==> src/hdl/pab_pkg.sv <==
// Shared types, widths and codes for the paged aligned bump allocator.
`default_nettype none

package pab_pkg;

    // Fixed field widths
    localparam int REQ_BITS   = 24;
    localparam int PAGE_BITS  = 24;
    localparam int ALIGN_BITS = 9;
    localparam int PIDX_BITS  = 4;
    localparam int OFF_BITS   = 24;
    localparam int STAT_BITS  = 2;
    localparam int RND_BITS   = REQ_BITS + 1;

    // Stream widths (whole bytes)
    localparam int S_DATA_W = 24;
    localparam int M_DATA_W = 32;

    // Parameter defaults
    localparam int DEF_MAX_PAGES = 16;
    localparam int DEF_FILL_BITS = 24;

    // Remainder unit: bits retired per cycle and step count
    localparam int BITS_PER_STEP = 3;
    localparam int MOD_STEPS     = REQ_BITS / BITS_PER_STEP;
    localparam int STEP_W        = $clog2(MOD_STEPS + 1);

    // Configuration port
    localparam int CFG_IDX_W  = 2;
    localparam int CFG_DATA_W = PAGE_BITS;
    localparam logic [CFG_IDX_W-1:0] CFG_PAGE_BYTES  = 2'd0;
    localparam logic [CFG_IDX_W-1:0] CFG_ALIGN_BYTES = 2'd1;

    localparam logic [PAGE_BITS-1:0]  PAGE_BYTES_RST  = 24'd65536;
    localparam logic [ALIGN_BITS-1:0] ALIGN_BYTES_RST = 9'd256;

    // Result status codes
    localparam logic [STAT_BITS-1:0] STAT_OK           = 2'd0;
    localparam logic [STAT_BITS-1:0] STAT_TOO_LARGE    = 2'd1;
    localparam logic [STAT_BITS-1:0] STAT_OUT_OF_PAGES = 2'd2;

    typedef enum logic [1:0] {
        ST_IDLE,
        ST_SCAN,
        ST_COMMIT
    } pab_state_t;

    // Round-up unit result
    typedef struct packed {
        logic                done;
        logic [RND_BITS-1:0] rounded;
    } rnd_result_t;

endpackage

`default_nettype wire

==> src/hdl/pab_fill_ram.sv <==
// Page fill level memory: one write port, one registered read port.
`default_nettype none

module pab_fill_ram #(
    parameter  int DEPTH  = 16,
    parameter  int WIDTH  = 24,
    localparam int ADDR_W = (DEPTH > 1) ? $clog2(DEPTH) : 1
) (
    input  wire logic              aclk,
    input  wire logic              wr_en,
    input  wire logic [ADDR_W-1:0] wr_addr,
    input  wire logic [WIDTH-1:0]  wr_data,
    input  wire logic [ADDR_W-1:0] rd_addr,
    output logic      [WIDTH-1:0]  rd_data
);

    logic [WIDTH-1:0] mem [DEPTH];

    always_ff @(posedge aclk) begin
        if (wr_en) begin
            mem[wr_addr] <= wr_data;
        end
    end

    always_ff @(posedge aclk) begin
        rd_data <= mem[rd_addr];
    end

endmodule

`default_nettype wire

==> src/hdl/pab_round_unit.sv <==
// Round-up unit: request size rounded up to the alignment, remainder found 3 bits a cycle.
`default_nettype none

module pab_round_unit
    import pab_pkg::*;
(
    input  wire logic                  aclk,
    input  wire logic                  aresetn,
    input  wire logic                  start,
    input  wire logic [REQ_BITS-1:0]   dividend,
    input  wire logic [ALIGN_BITS-1:0] align,
    output rnd_result_t                result
);

    logic                  busy_reg, busy_next;
    logic                  done_reg, done_next;
    logic [STEP_W-1:0]     step_reg, step_next;
    logic [REQ_BITS-1:0]   req_reg;
    logic [REQ_BITS-1:0]   dvd_reg, dvd_next;
    logic [ALIGN_BITS-1:0] rem_reg, rem_next;
    logic [ALIGN_BITS-1:0] div_reg;
    logic [RND_BITS-1:0]   rounded_reg, rounded_next;

    logic [ALIGN_BITS-1:0] rem_step;
    logic [REQ_BITS-1:0]   dvd_step;

    // Restoring remainder, BITS_PER_STEP bits per cycle
    always_comb begin
        logic [ALIGN_BITS:0]   t;
        logic [ALIGN_BITS-1:0] r;
        logic [REQ_BITS-1:0]   q;
        r = rem_reg;
        q = dvd_reg;
        for (int k = 0; k < BITS_PER_STEP; k++) begin
            t = {r, q[REQ_BITS-1]};
            q = {q[REQ_BITS-2:0], 1'b0};
            if (t >= {1'b0, div_reg}) begin
                t = t - {1'b0, div_reg};
            end
            r = t[ALIGN_BITS-1:0];
        end
        rem_step = r;
        dvd_step = q;
    end

    always_comb begin
        busy_next    = busy_reg;
        done_next    = done_reg;
        step_next    = step_reg;
        dvd_next     = dvd_reg;
        rem_next     = rem_reg;
        rounded_next = rounded_reg;
        if (start) begin
            busy_next = 1'b1;
            done_next = 1'b0;
            step_next = '0;
            dvd_next  = dividend;
            rem_next  = '0;
        end else if (busy_reg) begin
            if (step_reg == STEP_W'(MOD_STEPS)) begin
                if (rem_reg == '0) begin
                    rounded_next = RND_BITS'(req_reg);
                end else begin
                    rounded_next = RND_BITS'(req_reg) + RND_BITS'(div_reg - rem_reg);
                end
                busy_next = 1'b0;
                done_next = 1'b1;
            end else begin
                dvd_next  = dvd_step;
                rem_next  = rem_step;
                step_next = step_reg + STEP_W'(1);
            end
        end
    end

    always_ff @(posedge aclk) begin
        if (!aresetn) begin
            busy_reg <= 1'b0;
            done_reg <= 1'b0;
            step_reg <= '0;
        end else begin
            busy_reg <= busy_next;
            done_reg <= done_next;
            step_reg <= step_next;
        end
    end

    always_ff @(posedge aclk) begin
        dvd_reg     <= dvd_next;
        rem_reg     <= rem_next;
        rounded_reg <= rounded_next;
        if (start) begin
            req_reg <= dividend;
            // zero alignment behaves as one
            div_reg <= (align == '0) ? ALIGN_BITS'(1) : align;
        end
    end

    assign result.done    = done_reg;
    assign result.rounded = rounded_reg;

endmodule

`default_nettype wire

==> src/hdl/paged_aligned_bump_allocator.sv <==
// Top level of the paged aligned bump allocator: control, configuration and result register.
// Usage
//   s_ channel: one allocation request per beat, s_tdata[23:0] = request_bytes.
//   m_ channel: one result per request, in order.
//     m_tdata[3:0] page_index, [27:4] byte_offset, [28] opened_page, rest zero.
//     m_tuser[1:0] status: 0 ok, 1 too large, 2 out of pages.
//   cfg_ port: cfg_wr_en with cfg_index 0 writes page_bytes, 1 writes align_bytes;
//     other indexes are ignored. Write only while the block is idle.
// Timing
//   A request runs a first-fit scan of the page fill memory, one page a cycle
//   through its registered read port, beside an 8-step remainder unit for
//   the round-up. Its result beat is written in the commit state, and the
//   next request is taken once the block is back in idle after that.
//   A too-large request skips the scan and goes straight to the commit state.
// Reset
//   aresetn (synchronous, active low) restores the register defaults and
//   closes all pages. No clearing pass: a page's fill is written when it opens.
// Stall
//   The result register holds a finished beat while m_tready is low; the block
//   still takes the next request and stops before its own result until free.
`default_nettype none

module paged_aligned_bump_allocator
    import pab_pkg::*;
#(
    parameter int MAX_PAGES = DEF_MAX_PAGES,
    parameter int FILL_BITS = DEF_FILL_BITS
) (
    input  wire logic                  aclk,
    input  wire logic                  aresetn,
    // request stream; tdata: request_bytes[23:0]
    input  wire logic                  s_tvalid,
    output logic                       s_tready,
    input  wire logic [S_DATA_W-1:0]   s_tdata,
    // result stream; tdata: page_index[3:0], byte_offset[27:4], opened_page[28]
    output logic                       m_tvalid,
    input  wire logic                  m_tready,
    output logic [M_DATA_W-1:0]        m_tdata,
    // tuser: status[1:0]
    output logic [STAT_BITS-1:0]       m_tuser,
    // configuration writes
    input  wire logic                  cfg_wr_en,
    input  wire logic [CFG_IDX_W-1:0]  cfg_index,
    input  wire logic [CFG_DATA_W-1:0] cfg_wdata
);

    localparam int PAGE_W = (MAX_PAGES > 1) ? $clog2(MAX_PAGES) : 1;
    localparam int CNT_W  = $clog2(MAX_PAGES + 1);
    // wide enough for fill + rounded size without overflow
    localparam int WIDE   = ((FILL_BITS > REQ_BITS) ? FILL_BITS : REQ_BITS) + 2;
    localparam int PIX_W  = PAGE_W + PIDX_BITS;
    localparam int OFX_W  = FILL_BITS + OFF_BITS;

    // configuration registers
    logic [PAGE_BITS-1:0]  page_bytes_reg;
    logic [ALIGN_BITS-1:0] align_bytes_reg;

    // control
    pab_state_t            state_reg, state_next;
    logic [CNT_W-1:0]      pages_open_reg, pages_open_next;
    logic [CNT_W-1:0]      issue_idx_reg, issue_idx_next;
    logic                  chk_vld_reg, chk_vld_next;
    logic                  m_tvalid_reg, m_tvalid_next;

    // per-request payload
    logic [REQ_BITS-1:0]   req_reg, req_next;
    logic [PAGE_W-1:0]     chk_idx_reg, chk_idx_next;
    logic [PAGE_W-1:0]     page_reg, page_next;
    logic [FILL_BITS-1:0]  old_reg, old_next;
    logic                  opened_reg, opened_next;
    logic [STAT_BITS-1:0]  status_reg, status_next;

    // result register
    logic [PIDX_BITS-1:0]  m_page_reg, m_page_next;
    logic [OFF_BITS-1:0]   m_off_reg, m_off_next;
    logic                  m_open_reg, m_open_next;
    logic [STAT_BITS-1:0]  m_stat_reg, m_stat_next;

    // memory ports
    logic                  ram_we;
    logic [PAGE_W-1:0]     ram_waddr;
    logic [FILL_BITS-1:0]  ram_wdata;
    logic [PAGE_W-1:0]     ram_raddr;
    logic [FILL_BITS-1:0]  ram_rdata;

    rnd_result_t           rnd;
    logic                  s_accept;
    logic                  too_large_now;
    logic                  fits_now;
    logic                  found_now;
    logic                  none_left;
    logic                  commit_go;
    logic [WIDE-1:0]       fill_sum;
    logic [WIDE-1:0]       fill_lim;
    logic [WIDE-1:0]       fill_new;
    logic [PIX_W-1:0]      page_ext;
    logic [OFX_W-1:0]      off_ext;

    //------------------------------------------------------------------
    // Configuration
    //------------------------------------------------------------------
    always_ff @(posedge aclk) begin
        if (!aresetn) begin
            page_bytes_reg  <= PAGE_BYTES_RST;
            align_bytes_reg <= ALIGN_BYTES_RST;
        end else if (cfg_wr_en) begin
            unique case (cfg_index)
                CFG_PAGE_BYTES:  page_bytes_reg  <= cfg_wdata;
                CFG_ALIGN_BYTES: align_bytes_reg <= cfg_wdata[ALIGN_BITS-1:0];
                default: ;
            endcase
        end
    end

    //------------------------------------------------------------------
    // Submodules
    //------------------------------------------------------------------
    pab_fill_ram #(
        .DEPTH (MAX_PAGES),
        .WIDTH (FILL_BITS)
    ) u_fill_ram (
        .aclk    (aclk),
        .wr_en   (ram_we),
        .wr_addr (ram_waddr),
        .wr_data (ram_wdata),
        .rd_addr (ram_raddr),
        .rd_data (ram_rdata)
    );

    pab_round_unit u_round (
        .aclk     (aclk),
        .aresetn  (aresetn),
        .start    (s_accept),
        .dividend (s_tdata[REQ_BITS-1:0]),
        .align    (align_bytes_reg),
        .result   (rnd)
    );

    //------------------------------------------------------------------
    // Status terms
    //------------------------------------------------------------------
    assign s_tready      = (state_reg == ST_IDLE);
    assign s_accept      = s_tvalid && s_tready;
    assign too_large_now = (s_tdata[REQ_BITS-1:0] >= page_bytes_reg);

    // room = page - fill, none once the fill has reached the page size;
    // a zero-size request still fits a page with no room
    assign fits_now  = (WIDE'(ram_rdata) >= WIDE'(page_bytes_reg)) ? (req_reg == '0) :
                       (WIDE'(req_reg) <= (WIDE'(page_bytes_reg) - WIDE'(ram_rdata)));
    assign found_now = chk_vld_reg && fits_now;
    assign none_left = !chk_vld_reg && (issue_idx_reg == pages_open_reg);

    assign commit_go = ((status_reg != STAT_OK) || rnd.done) &&
                       (!m_tvalid_reg || m_tready);

    // saturating new fill
    assign fill_sum = WIDE'(old_reg) + WIDE'(rnd.rounded);
    assign fill_lim = (WIDE'(page_bytes_reg) < WIDE'({FILL_BITS{1'b1}})) ?
                      WIDE'(page_bytes_reg) : WIDE'({FILL_BITS{1'b1}});
    assign fill_new = (fill_sum > fill_lim) ? fill_lim : fill_sum;

    assign page_ext = PIX_W'(page_reg);
    assign off_ext  = OFX_W'(old_reg);

    //------------------------------------------------------------------
    // Next state
    //------------------------------------------------------------------
    always_comb begin
        state_next = state_reg;
        unique case (state_reg)
            ST_IDLE: begin
                if (s_accept) begin
                    state_next = too_large_now ? ST_COMMIT : ST_SCAN;
                end
            end
            ST_SCAN: begin
                if (found_now || none_left) begin
                    state_next = ST_COMMIT;
                end
            end
            ST_COMMIT: begin
                if (commit_go) begin
                    state_next = ST_IDLE;
                end
            end
            default: state_next = ST_IDLE;
        endcase
    end

    //------------------------------------------------------------------
    // Datapath and outputs
    //------------------------------------------------------------------
    always_comb begin
        pages_open_next = pages_open_reg;
        issue_idx_next  = issue_idx_reg;
        chk_vld_next    = chk_vld_reg;
        req_next        = req_reg;
        chk_idx_next    = chk_idx_reg;
        page_next       = page_reg;
        old_next        = old_reg;
        opened_next     = opened_reg;
        status_next     = status_reg;
        ram_we          = 1'b0;
        ram_waddr       = page_reg;
        ram_wdata       = fill_new[FILL_BITS-1:0];
        ram_raddr       = issue_idx_reg[PAGE_W-1:0];

        unique case (state_reg)
            ST_IDLE: begin
                if (s_accept) begin
                    req_next       = s_tdata[REQ_BITS-1:0];
                    issue_idx_next = '0;
                    chk_vld_next   = 1'b0;
                    opened_next    = 1'b0;
                    status_next    = too_large_now ? STAT_TOO_LARGE : STAT_OK;
                end
            end
            ST_SCAN: begin
                // one read issued per cycle, checked the cycle after
                chk_vld_next = (issue_idx_reg < pages_open_reg) && !found_now;
                chk_idx_next = issue_idx_reg[PAGE_W-1:0];
                if (issue_idx_reg < pages_open_reg) begin
                    issue_idx_next = issue_idx_reg + CNT_W'(1);
                end
                if (found_now) begin
                    page_next   = chk_idx_reg;
                    old_next    = ram_rdata;
                    opened_next = 1'b0;
                    status_next = STAT_OK;
                end else if (none_left) begin
                    if (pages_open_reg == CNT_W'(MAX_PAGES)) begin
                        opened_next = 1'b0;
                        status_next = STAT_OUT_OF_PAGES;
                    end else begin
                        // fresh page starts empty
                        page_next   = pages_open_reg[PAGE_W-1:0];
                        old_next    = '0;
                        opened_next = 1'b1;
                        status_next = STAT_OK;
                    end
                end
            end
            ST_COMMIT: begin
                if (commit_go && (status_reg == STAT_OK)) begin
                    ram_we = 1'b1;
                    if (opened_reg) begin
                        pages_open_next = pages_open_reg + CNT_W'(1);
                    end
                end
            end
            default: ;
        endcase
    end

    // result register
    always_comb begin
        m_tvalid_next = m_tvalid_reg;
        m_page_next   = m_page_reg;
        m_off_next    = m_off_reg;
        m_open_next   = m_open_reg;
        m_stat_next   = m_stat_reg;
        if (m_tvalid_reg && m_tready) begin
            m_tvalid_next = 1'b0;
        end
        if ((state_reg == ST_COMMIT) && commit_go) begin
            m_tvalid_next = 1'b1;
            m_stat_next   = status_reg;
            if (status_reg == STAT_OK) begin
                m_page_next = page_ext[PIDX_BITS-1:0];
                m_off_next  = off_ext[OFF_BITS-1:0];
                m_open_next = opened_reg;
            end else begin
                m_page_next = '0;
                m_off_next  = '0;
                m_open_next = 1'b0;
            end
        end
    end

    always_ff @(posedge aclk) begin
        if (!aresetn) begin
            state_reg      <= ST_IDLE;
            pages_open_reg <= '0;
            issue_idx_reg  <= '0;
            chk_vld_reg    <= 1'b0;
            m_tvalid_reg   <= 1'b0;
        end else begin
            state_reg      <= state_next;
            pages_open_reg <= pages_open_next;
            issue_idx_reg  <= issue_idx_next;
            chk_vld_reg    <= chk_vld_next;
            m_tvalid_reg   <= m_tvalid_next;
        end
    end

    always_ff @(posedge aclk) begin
        req_reg     <= req_next;
        chk_idx_reg <= chk_idx_next;
        page_reg    <= page_next;
        old_reg     <= old_next;
        opened_reg  <= opened_next;
        status_reg  <= status_next;
        m_page_reg  <= m_page_next;
        m_off_reg   <= m_off_next;
        m_open_reg  <= m_open_next;
        m_stat_reg  <= m_stat_next;
    end

    assign m_tvalid = m_tvalid_reg;
    assign m_tdata  = M_DATA_W'({m_open_reg, m_off_reg, m_page_reg});
    assign m_tuser  = m_stat_reg;

    //------------------------------------------------------------------
    // Assertions
    //------------------------------------------------------------------
    a_pages_bound: assert property (@(posedge aclk) disable iff (!aresetn)
        pages_open_reg <= CNT_W'(MAX_PAGES))
        else $error("open page count beyond page limit");

    a_err_zero: assert property (@(posedge aclk) disable iff (!aresetn)
        (m_tvalid_reg && (m_stat_reg != STAT_OK)) |->
        ((m_page_reg == '0) && (m_off_reg == '0) && !m_open_reg))
        else $error("error result carries non-zero payload");

    a_open_on_commit: assert property (@(posedge aclk) disable iff (!aresetn)
        ($past(aresetn) && !$stable(pages_open_reg)) |->
        $past((state_reg == ST_COMMIT) && commit_go && opened_reg))
        else $error("page opened outside a commit");

    a_write_in_range: assert property (@(posedge aclk) disable iff (!aresetn)
        (ram_we && !opened_reg) |-> (CNT_W'(page_reg) < pages_open_reg))
        else $error("fill written to a page that is not open");

    a_open_at_top: assert property (@(posedge aclk) disable iff (!aresetn)
        (ram_we && opened_reg) |-> (CNT_W'(page_reg) == pages_open_reg))
        else $error("new page is not the next unopened page");

endmodule

`default_nettype wire
==> config.mk <==
export PLATFORM = sky130hd
export DESIGN_NAME = paged_aligned_bump_allocator
export DESIGN_NICKNAME = d
export VERILOG_FILES = /design/src/hdl/pab_pkg.sv /design/src/hdl/pab_fill_ram.sv /design/src/hdl/pab_round_unit.sv /design/src/hdl/paged_aligned_bump_allocator.sv
export SDC_FILE = /design/constraint.sdc
export NUM_CORES = 1
export LEC_CHECK = 0
export BUFFER_PORTS_ARGS = -buffer_cell sky130_fd_sc_hd__buf_2
export CORE_ASPECT_RATIO = 1.4
export CORE_UTILIZATION = 55
export DETAILED_ROUTE_END_ITERATION = 8
export GPL_TIMING_DRIVEN = 0
export HOLD_SLACK_MARGIN = 0.12
export PLACE_DENSITY = 0.71
export SYNTH_ARGS = -nofsm -noshare
export SYNTH_HDL_FRONTEND = slang
export SYNTH_SLANG_ARGS = --single-unit
==> constraint.sdc <==
create_clock -name aclk -period 20.2 [get_ports aclk]
set_clock_uncertainty 0.05 [all_clocks]
set_input_delay 2.02 -clock aclk [delete_from_list [all_inputs] [get_ports aclk]]
set_output_delay 2.02 -clock aclk [all_outputs]
set_load 0.01 [all_outputs]
==> Word-level counts from Yosys, hierarchy flattened <==
Memory sizes are Yosys's and may differ from the RTL's. A register that Yosys moved wholly into a read port is not among the register bits.
Cells that the tools add are included.
{ "totals": {"output_inout_bits": 36, "mem_bits_rw": 384, "in_bits": 55, "mem_count": 1, "word_cells": 146, "ff_bits": 234} }
{ "op_classes": {"eq_ne": 13, "bitwise": 3, "n_lt_le_gt_ge": 9, "reduce_logical": 39, "n_addsub": 10, "n_mux": 45} }
{ "memory_table": {"columns": ["name", "words", "word_bits", "read_ports", "rd_ports_with_merged_regs", "wr", "line", "text"], "rows": [
  ["u_fill_ram.mem", 16, 24, 1, 1, 1, "pab_fill_ram.sv:17", "logic [WIDTH-1:0] mem [DEPTH];"]
]} }
{ "ops": {"columns": ["operator", "n"], "rows": [
  ["2-to-1 mux 24 bit", 9],
  [">= comparator 24 bit", 2],
  [">= comparator 10 x 9 -> 1 bit", 3],
  ["2-to-1 mux 9 bit", 3],
  ["subtractor 9 bit", 3],
  ["adder 24 x 25 -> 26 bit", 1],
  ["greater-than comparator 26 x 24 -> 1 bit", 1],
  ["<= comparator 24 x 26 -> 1 bit", 1],
  ["adder 24 x 25 -> 25 bit", 1],
  ["subtractor 24 x 24 -> 25 bit", 1],
  ["logical NOT 24 bit", 1],
  ["< comparator 24 bit (second input constant)", 1],
  ["logical NOT 9 bit", 2],
  ["AND reduction 3 bit", 6],
  ["2-to-1 mux 2 bit", 8],
  ["2-to-1 mux 1 bit", 15],
  ["AND reduction 2 bit", 7],
  ["2-to-1 mux 4 bit", 3],
  ["adder 5 x 1 -> 5 bit (second input constant)", 2],
  ["2-to-1 mux 5 bit", 2],
  ["inequality test 2 bit (second input constant)", 5],
  ["case mux 5 bit (2 select lines)", 1],
  ["nonzero test 2 bit", 5],
  ["subtractor 9 x 9 -> 10 bit", 1],
  ["18 further kinds", 35]
]} }

==> Longest topological paths before layout <==
Gate-level depths: netlist of the first run.
{ "logic_depth": {"word_depth": 8, "mapped_depth": 32, "mapped_depth_nobuf": 30} }

==> By module <==
A second synthesis of the first run with hierarchy kept.
{ "unflattened": {"hier_cells": 2289, "hier_area_um2": 31321.3} }
{ "by_module_without_submodules": {"columns": ["mod", "area_each_um2", "cells_each", "seq_area_each_um2", "instances"], "rows": [
  ["pab_fill_ram", 14930.6, 636, 12011.5, 1],
  ["paged_aligned_bump_allocator", 9838.2, 1021, 3643.5, 1],
  ["pab_round_unit", 6552.5, 632, 2762.6, 1]
]} }

==> Worst setup path after synthesis of the first run <==
OpenSTA, ideal clock, no wires.
{ "synth_path": {"path_kind": "input-to-reg", "start": "input port m_tready", "end": "memory u_fill_ram.mem[0][0] (enable)", "arrival_ps": 7276, "setup_slack_ps": 12439, "path_stages": 6, "required_time_ps": 19715, "n_path_buf": 0, "setup_ps": 435, "cell_sequence": "nor2b_1 -> or2_2 -> nor3b_1 -> nand2_1 -> or3_1 -> nor3_1"} }
{ "synth_between": {"elab_chain_cells": 7} }
{ "synth_lines": {"columns": ["item", "line", "text"], "rows": [
  ["start: declaration", "paged_aligned_bump_allocator.sv:37", "input wire logic m_tready,"],
  ["logical OR 1 bit", "paged_aligned_bump_allocator.sv:154", "(!m_tvalid_reg || m_tready);"],
  ["logical AND 1 bit", "paged_aligned_bump_allocator.sv:153", "assign commit_go = ((status_reg != STAT_OK) || rnd.done) &&"],
  ["logical AND 1 bit", "paged_aligned_bump_allocator.sv:244", "if (commit_go && (status_reg == STAT_OK)) begin"],
  ["2-to-1 mux 1 bit", "paged_aligned_bump_allocator.sv:244", null],
  ["2-to-1 mux 1 bit", "paged_aligned_bump_allocator.sv:208", "unique case (state_reg)"],
  ["2-to-1 mux 1 bit", "pab_fill_ram.sv:20", "if (wr_en) begin"],
  ["2-to-1 mux 1 bit (not written as such)", "pab_fill_ram.sv:21", "mem[wr_addr] <= wr_data;"],
  ["end: declaration", "pab_fill_ram.sv:17", null]
]} }
Every way passes these cells.

==> Worst setup path in the final report of the first run <==
{ "layout_path": {"start": "register page_bytes_reg[2]", "end": "register old_reg[0] (enable)"} }
{ "layout_between": {"elab_chain_cells": 6, "word_cells_on_any_way": 8, "cone_classes": "add/sub (1); order compare (2); eq/ne (1); mux (1); reduce/logical (3)"} }
{ "layout_lines": {"columns": ["item", "line", "text"], "rows": [
  ["start: declaration", "paged_aligned_bump_allocator.sv:55", "logic [PAGE_BITS-1:0] page_bytes_reg;"],
  ["start signal: assignment", "paged_aligned_bump_allocator.sv:108", "CFG_PAGE_BYTES: page_bytes_reg <= cfg_wdata;"],
  ["subtractor 24 x 24 -> 25 bit", "paged_aligned_bump_allocator.sv:149", "(WIDE'(req_reg) <= (WIDE'(page_bytes_reg) - WIDE'(ram_rdata)));"],
  ["<= comparator 24 x 26 -> 1 bit", "paged_aligned_bump_allocator.sv:149", null],
  ["2-to-1 mux 1 bit (*)", "paged_aligned_bump_allocator.sv:148", "assign fits_now = (WIDE'(ram_rdata) >= WIDE'(page_bytes_reg)) ? (req_reg == '0) :"],
  ["logical AND 1 bit (*)", "paged_aligned_bump_allocator.sv:150", "assign found_now = chk_vld_reg && fits_now;"],
  ["inequality test 2 bit (no source line) or nonzero test 2 bit (tied branches)", null, null],
  ["AND reduction 3 bit (no source line) (*)", null, null],
  ["end signal: assignment", "paged_aligned_bump_allocator.sv:300", "old_reg <= old_next;"],
  ["end: declaration", "paged_aligned_bump_allocator.sv:69", "logic [FILL_BITS-1:0] old_reg, old_next;"]
]} }
Every way passes the cells marked *; elsewhere a longest branch is shown, timed or not.
A chain may end at the register's enable or synchronous reset.

==> flow_summary_export.csv, run 1 <==
group,metric,value,unit
run_status,status,"finished clean",
setup_path,critPathArrivalTime,7380,ps
sta,rsz0062_at_grt,"no",
setup_path,cp-start-kind,"register",
setup_path,worstSetupPathType,"reg -> reg",
drt,dr_wl_met3,4.21,mm
synthesis,netlist_top_cells_area,"edfxtp_1 53%, mux4_2 9.0%, ha_1 7.9%, dfxtp_1 5.7%, nand2_1 2.4%",
sta,period_needed,7100,ps
clock_tree,ctsHoldBuffers,0,
placement,gp_congestion,0.969,
synthesis,seq_area_frac_synth,58.9,%
placement,pre_cts_ws,13060,ps
finish,layout_common_cells,"532 x edfxtp_1, 190 x nand2_1, 190 x ha_1",
die,rows,101,
drt,viasPerCell,6.12,
setup_path,cp_num_buf_inv,2,
die,pin_count,91,
power,power.density,111,nW/µm²
drt,top_layer,"met4",
setup_path,critical-path-top-delay-family,"compound AO/OA/AOI/OAI gates",
setup_path,slowest_delay,580,ps
synthesis,yosysUniqueCellTypes,73,
die,die_x,200,µm
power,power.leakage,0.0123,µW
setup_path,reg2reg_slack,13100,ps
synthesis,synth_area,30000,µm²
synthesis,ys_ff_latch,618,
placement,port_buffers,87,
finish,area_growth,12.4,%
sta,tightest_slew,1300,ps
grt,grt_pass1_vias,19714,
drt,ant_nets,0,
drt,wl_met1,28.5,mm
job,drv_cap,0,
drt,wl_met2,42.4,mm
setup_path,r2r-start,"page_bytes_reg[2]",
drt,first_iter_violations,1460,
grt,antenna_found_initial,0,
hold_path,holdPathStages,0,
die,die-area,55600,µm²
finish,final_layout_size_suffix_gt1_share,15.5,%
sta,timing.final.crit_share,35.2,%
grt,grt_pass1_wl,120,mm
sta,fmax,141,MHz
finish,fin_nets,2614,
grt,grt_max_degree,38,
synthesis,yosysWarningCount,0,
setup_path,reg2reg_depth,22,
sta,relSlewSlack,13.1,%
hold_path,hold_start,"issue_idx_reg[0]",
setup_path,r2r_end,"old_reg[0]",
finish,diodes,0,
clock_tree,clk_pin_slew,70,ps
finish,regArea,17700,µm²
sta,final.setup.worst_slack,13100,ps
drt,wl_per_cell,25.9,µm
grt,grt_util_all_layers,29.8,%
finish,multiInputGateArea,11600,µm²
die,core_region_area,54100,µm²
synthesis,syn_inst,2190,
setup_path,critical_path.cell_chain,"ha_1 -> o211ai_1 -> a21o_1 -> a31oi_1 -> a41o_1 -> o41ai_1 -> o21ai_1 -> a2111oi_0 -> nor3_1 -> a41oi_1 -> xor2_1 -> ha_1 -> nand4_1 -> nor2_1 -> a22o_1 -> nor4_1 -> a22oi_1 -> a21boi_0 -> mux2_4 -> buf_2 -> o21a_1 -> buf_16",
synthesis,syn_area_per_cell,13.7,µm²
clock_tree,numCtsBuffers,56,
sta,setup-violations-final,0,
synthesis,yosysTopAreaCellShare,53.2,%
finish,layout_commonest_cell,"edfxtp_1",
die,die_h,279,µm
clock_tree,post_cts_resized,0,
clock_tree,clk_latency,650,ps
clock_tree,cts-root-buf,"clkbuf_16",
setup_path,cp_slowest_cell,"o41ai_1",
finish,largest_reg_flops,384,
drt,vias,19135,
grt,gr-total-overflow,0,
sta,maxSlewViolCount,0,
setup_path,worstPathRequired,20480,ps
clock_tree,cts_setup_buffers,0,
drt,drc,0,
finish,nFillCells,4105,
placement,dp_hpwl,59.2,mm
synthesis,synth_edf_count,532,
hold_path,hp-class,"reg -> reg",
power,irDropWorstVdd,0.0820,mV
synthesis,yosysTopAreaCell,"edfxtp_1",
clock_tree,h-tree-depth,2,
synthesis,synthFlopType,"edfxtp_1",
sta,hold_viol_final,0,
synthesis,async_reset_ff_share,0,%
setup_path,crit_top_cell,"ha_1",
drt,drtPass1Iterations,5,
clock_tree,cts_tree,"yes",
drt,wirelength,80.9,mm
sta,setup_tns,0,ps
setup_path,path_max_fanout,18,
clock_tree,clkSinkCount,618,
setup_path,cp-end-kind,"register",
clock_tree,clock_path_buffers,3,
setup_path,cp-startpoint,"page_bytes_reg[2]",
die,start_util,55.6,%
hold_path,min_to,"chk_idx_reg[0]",
-- Yosys cell counts (all sizes together) (7+ instances only) --
master	n
nor2	96
nand4	33
dfxtp	86
a21oi	141
nor4	13
mux2i	22
inv	136
nor2b	14
o211ai	8
o21bai	16
o31ai	7
nand3	16
o21ai	83
mux4	120
xnor2	55
o31a	7
xor2	40
nor3	28
a211oi	15
and2	59
or2	7
ha	190
clkbuf	57
mux2	33
nand2b	17
a21o	57
nand2	190
buf	21
and3	8
edfxtp	532
o21a	13
fa	7
-- worst max-delay path by stage --
stage	end	cells past startpoint
floorplan	u_fill_ram.mem[0][0]	6
global placement	u_fill_ram.mem[2][9]	6
detailed placement	u_round.rem_reg[5]	28
CTS	u_round.rem_reg[5]	28
global route	u_round.rem_reg[5]	28
finish	old_reg[0]	22
-- report_power, final --
group          internal [µW]  switching, µW  total (µW)
Sequential              1460           36.7        1500
Clock                    585            486        1070
Combinational            476            694        1170
Total                   2520           1220        3740
-- worst reg2reg max path: stages (launching register included) --
cell,delay [ps]
dfxtp_1,550
ha_1,370
o211ai_1,180
a21o_1,130
a31oi_1,170
a41o_1,320
o41ai_1,580
o21ai_1,280
a2111oi_0,480
nor3_1,140
a41oi_1,290
xor2_1,210
ha_1,280
nand4_1,200
nor2_1,80
a22o_1,210
nor4_1,470
a22oi_1,300
a21boi_0,220
mux2_4,270
buf_2,240
o21a_1,550
buf_16,240
-- metrics by stage --
step	instances	hold WS (ps)	instance area, µm²	util [%]	total power (µW)
2_1_floorplan	2192	382	30100	-	2360
3_3_place_gp	3000	406	31400	58.0	2650
3_5_place_dp	3025	406	31900	59.0	2670
4_1_cts	3129	422	33800	62.4	3740
5_1_grt	3129	452	33800	62.4	3910
6_report	3129	423	33800	62.4	3740
-- cell families after synthesis --
logic type	count (synthesis)	synth area share, %
muxes	175	11.0
adders and majority gates	197	8.38
AOI/OAI and AO/OA	388	8.15
and+or+nand+nor	502	8.01
other	1	0.0125
xor gates and xnor gates	95	2.77
DFF	618	58.9
buffers and inverters	214	2.81
-- layout make-up --
class / instances / area share, %
inverters: 136 / 1.51
repair buffers: 112 / 2.50
clock inverters: 31 / 0.997
clock buffers: 73 / 4.47
plain buffers: 78 / 0.993
multi-input cells: 1360 / 34.4
well taps: 721 / 2.67
flip-flops and latches: 618 / 52.4
-- routing by layer --
metal / up-vias / track usage, %
met2: 717 / 52.9
li1: 8607 / -
met4: 0 / 19.5
met1: 9567 / 33.3
met5: - / 0
met3: 244 / 3.73
Note: power is estimated with default switching activity, not from simulation.
==> run 2: changes to the inputs <==
==> constraint.sdc (replaced) <==
create_clock -name aclk -period 7 [get_ports aclk]
set_clock_uncertainty 0.05 [all_clocks]
set_input_delay 0.7 -clock aclk [delete_from_list [all_inputs] [get_ports aclk]]
set_output_delay 0.7 -clock aclk [all_outputs]
set_load 0.01 [all_outputs]
==> flow_summary_export.csv, run 2 (synthesis gave the netlist of run 1 again) <==
group,metric,value,unit
run_status,status,"finished clean",
die,die_x,200,µm
sta,maxSlewViolCount,0,
job,drv_cap,0,
drt,drc,0,
drt,viasPerCell,6.12,
hold_path,hp-class,"in -> reg",
sta,rsz0062_at_grt,"no",
finish,layout_commonest_cell,"edfxtp_1",
setup_path,crit_top_cell,"a21oi_1",
grt,gr-total-overflow,0,
drt,vias,19187,
setup_path,worstPathRequired,7440,ps
finish,layout_common_cells,"532 x edfxtp_1, 190 x nand2_1, 190 x ha_1",
finish,area_growth,12.6,%
drt,wirelength,81.1,mm
setup_path,critPathArrivalTime,7070,ps
die,start_util,55.6,%
setup_path,cp-end-kind,"register",
grt,grt_max_degree,38,
clock_tree,clk_pin_slew,70,ps
grt,grt_util_all_layers,29.8,%
sta,relSlewSlack,13.5,%
setup_path,cp_slowest_cell,"edfxtp_1",
finish,diodes,0,
power,finalPower,10800,µW
finish,final_area,33800,µm²
clock_tree,clkSinkCount,618,
finish,nFillCells,4103,
power,power.leakage,0.0123,µW
drt,drtPass1Iterations,5,
die,die_h,279,µm
placement,port_buffers,87,
die,core_region_area,54100,µm²
placement,dpl_cell_area,31900,µm²
sta,period_needed,6630,ps
grt,grt_pass1_vias,19717,
sta,fmax,151,MHz
finish,fin_nets,2618,
finish,largest_reg_flops,384,
die,rows,101,
power,irDropWorstVdd,0.236,mV
drt,wl_per_cell,25.9,µm
power,power.density,320,nW/µm²
finish,final_util,62.6,%
placement,gp_congestion,0.969,
grt,antenna_found_initial,0,
clock_tree,clk_latency,650,ps
finish,final_layout_size_suffix_gt1_share,16.0,%
sta,setup_tns,0,ps
setup_path,path_max_fanout,10,
sta,hold_ws,242,ps
drt,ant_nets,0,
clock_tree,cts_tree,"yes",
sta,tightest_slew,1300,ps
setup_path,slowest_delay,520,ps
setup_path,worstSetupPathType,"reg -> reg",
sta,timing.final.crit_share,94.7,%
clock_tree,numCtsBuffers,56,
clock_tree,cts-root-buf,"clkbuf_16",
clock_tree,h-tree-depth,2,
sta,setup-violations-final,0,
clock_tree,clock_path_buffers,3,
die,pin_count,91,
die,die-area,55600,µm²
setup_path,cp-start-kind,"register",
placement,dp_hpwl,59.2,mm
drt,first_iter_violations,1490,
grt,grt_pass1_wl,120,mm
sta,hold_viol_final,0,
## run 2: cell types whose count changed in the layout (fill, tap and decap cells not counted), sizes merged
cell | previous run | this run
buf | 133 | 137
clkinvlp | 5 | 6
inv | 139 | 138
## run 2: worst paths after layout
path / to / startpoint / slack (ps) / cells past startpoint
min reg2reg: chk_idx_reg[0] / issue_idx_reg[0] / 420 / 0
max reg2reg: u_round.rem_reg[5] / u_round.div_reg[0] / 370 / 29
max: u_round.rem_reg[5] / u_round.div_reg[0] / 370 / 29
min: req_reg[10] / s_tdata[10] / 240 / 1
## run 2: timing repair
action / 4_1_cts / 5_1_grt
pin swaps: 0 / 1
endpoints found under the setup margin: 25 / 38
setup buffers: 0 / 4
gates resized for setup: 2 / 8
hold buffers: 0 / 0
## run 2: where the power goes
part / internal (µW) / leakage (µW) / total (µW) / switching [µW]
clock: 1690 / 0.000875 / 3080 / 1400
sequential: 4220 / 0.00562 / 4320 / 107
combinational: 1400 / 0.00583 / 3420 / 2020
## run 2: final cells by class
class | instances | area, µm² | area share [%]
clock buffer | 73 | 1510 | 4.46
timing repair buffer | 116 | 873 | 2.58
sequential | 618 | 17700 | 52.3
tap | 721 | 902 | 2.67
buffer | 78 | 335 | 0.991
inverter | 136 | 514 | 1.52
clock inverter | 31 | 337 | 0.995
multi-input combinational | 1360 | 11700 | 34.5
## run 2: through the flow
step | std cells | worst slack, ps
floorplan | 2192 | 559
global placement | 3000 | -3670
detailed placement | 3025 | -137
CTS | 3129 | 110
global route | 3133 | 71.7
finish | 3133 | 368
## run 2: critical path, delay by kind of cell (launching register included)
kind	cells	cell delay [ps]
flops	1	520
simple gates	5	380
compound gates	15	2950
buf+inv	2	270
mux	3	1010
fa+ha+maj	4	1320
## run 2: per-layer routing
metal	track usage (%)	wire [µm]	vias up
li1	-	-	8614
met1	33.4	28700	9618
met2	52.9	42400	703
met3	3.73	4090	252
met4	19.5	5870	0
met5	0	0	-
==> run 3: changes to the inputs <==
--- a/config.mk
+++ b/config.mk
@@ -6,12 +6,14 @@
 export NUM_CORES = 1
 export LEC_CHECK = 0
 export BUFFER_PORTS_ARGS = -buffer_cell sky130_fd_sc_hd__buf_2
+export CELL_PAD_IN_SITES_DETAIL_PLACEMENT = 1
+export CELL_PAD_IN_SITES_GLOBAL_PLACEMENT = 1
 export CORE_ASPECT_RATIO = 1.4
-export CORE_UTILIZATION = 55
+export CORE_UTILIZATION = 43
 export DETAILED_ROUTE_END_ITERATION = 8
 export GPL_TIMING_DRIVEN = 0
 export HOLD_SLACK_MARGIN = 0.12
-export PLACE_DENSITY = 0.71
+export PLACE_DENSITY = 0.67
 export SYNTH_ARGS = -nofsm -noshare
 export SYNTH_HDL_FRONTEND = slang
 export SYNTH_SLANG_ARGS = --single-unit
==> flow_summary_export.csv, run 3 (synthesis gave the netlist of run 1 again) <==
group,metric,value,unit
setup_path,cp_slowest_cell,"edfxtp_1",
finish,fin_nets,2625,
placement,pre_cts_ws,-413,ps
hold_path,hold_start,"s_tdata[0]",
drt,drtPass1Iterations,5,
setup_path,critical-path-top-delay-family,"compound AO/OA/AOI/OAI gates",
grt,grt_max_degree,36,
finish,final_util,49.6,%
sta,rsz0062_at_grt,"yes",
setup_path,worstSetupPathType,"reg -> reg",
grt,grt_pass1_wl,132,mm
clock_tree,cts-root-buf,"clkbuf_16",
power,p_clk_share,28.9,%
setup_path,r2r-start,"u_round.div_reg[0]",
job,drv_cap,0,
sta,setup_tns,0,ps
grt,grt_pass1_vias,21031,
clock_tree,ctsHoldBuffers,0,
setup_path,reg2reg_slack,400,ps
power,p_sw,3690,µW
drt,vias,19229,
drt,first_iter_violations,1115,
sta,maxSlewViolCount,0,
power,switching_share,33.3,%
finish,layout_commonest_cell,"edfxtp_1",
sta,relSlewSlack,4.94,%
power,power.density,324,nW/µm²
sta,hold_viol_final,0,
finish,fin_cells,3350,
sta,hold_ws,212,ps
clock_tree,clk_pin_slew,70,ps
sta,tightest_slew,1430,ps
power,irDropWorstVdd,0.235,mV
setup_path,cp-end-kind,"register",
die,die-area,71000,µm²
placement,placedCellCount,3235,
setup_path,cp-startpoint,"u_round.div_reg[0]",
finish,area_growth,13.9,%
sta,period_needed,6600,ps
finish,diodes,0,
die,die_x,225,µm
clock_tree,cts_tree,"yes",
setup_path,slowest_delay,490,ps
die,pin_count,91,
setup_path,cp-start-kind,"register",
clock_tree,clock_path_buffers,3,
hold_path,hp-class,"in -> reg",
clock_tree,h-tree-depth,2,
grt,gr-total-overflow,0,
drt,ant_nets,0,
clock_tree,clk_latency,660,ps
drt,viasPerCell,5.74,
power,power.leakage,0.0124,µW
grt,antenna_found_initial,1,
clock_tree,numCtsBuffers,59,
setup_path,worstPathRequired,7460,ps
placement,dp_hpwl,68.3,mm
placement,port_buffers,87,
power,intPower,7400,µW
setup_path,crit_top_cell,"nand2_1",
power,seqPwrFrac,39.0,%
setup_path,critPathArrivalTime,7060,ps
die,core_region_area,69000,µm²
finish,layout_common_cells,"532 x edfxtp_1, 190 x nand2_1, 190 x ha_1",
drt,drc,0,
finish,largest_reg_flops,384,
placement,gp_congestion,0.925,
die,start_util,43.5,%
die,rows,114,
sta,final.setup.worst_slack,401,ps
sta,setup-violations-final,0,
clock_tree,clkSinkCount,618,
drt,wl_per_cell,26.9,µm
sta,timing.final.crit_share,94.3,%
sta,fmax,152,MHz
power,pwr-share-comb,32.0,%
grt,grt_util_all_layers,25.7,%
run_status,status,"finished clean",
drt,wirelength,90.1,mm
setup_path,path_max_fanout,10,
setup_path,cp_num_buf_inv,4,
finish,final_layout_size_suffix_gt1_share,16.3,%
die,die_h,315,µm
-- run 3: changes by cell type in the layout (fill, tap and decap cells not counted), moves of 3 or more --
cell	change
clkinv_2	+4
buf_12	-3
clkinv_1	+5
clkinvlp_4	-3
mux2i_1	-3
buf_6	+3
mux2i_2	+3
-- run 3: repair_timing --
| item | in CTS | in global routing |
|---|---|---|
| setup endpoints to repair | 37 | 45 |
| resized for setup | 3 | 8 |
| pin swaps | 1 | 0 |
| buffers inserted | 2 | 3 |
-- run 3: power by group through the flow --
stage / sequential (µW) / combinational [µW] / clock, µW
after floorplan: 4350 / 2460 / 0
after global placement: 4410 / 3300 / 0
after detailed placement: 4410 / 3430 / 0
after CTS: 4330 / 3490 / 3270
after global routing: 4340 / 3860 / 3370
final: 4330 / 3550 / 3210
-- run 3: area by class of cell --
| class | instances | area [µm²] |
|---|---|---|
| flip-flops and latches | 618 | 17700 |
| fillers | 7037 | 34800 |
| repair buffers | 120 | 917 |
| multi-input cells | 1360 | 11700 |
| inverters | 136 | 514 |
| well taps | 928 | 1160 |
| clock inverters | 38 | 382 |
| clock buffers | 72 | 1530 |
| plain buffers | 78 | 335 |
-- run 3: metrics by stage --
stage | power [µW] | instance area [µm²]
final | 11100 | 34200
after global routing | 11600 | 34200
after CTS | 11100 | 34200
after detailed placement | 7840 | 32200
after global placement | 7710 | 31700
after floorplan | 6810 | 30100
-- run 3: routing by layer --
metal  vias to the layer above  global-route usage [%]  wire length (µm)
met5                         -                       0                13
met2                       488                    49.7             49800
met4                         2                    10.9              3910
li1                       8624                       -                 -
met3                       176                    2.59              3060
met1                      9939                    28.2             33400
-- run 3: path summary, 6_finish.rpt --
check	endpoint	cells past startpoint
worst max register to register	u_round.rem_reg[6]	32
worst max-delay path	u_round.rem_reg[6]	32
worst min-delay path	req_reg[0]	1
worst min register to register	chk_idx_reg[3]	0
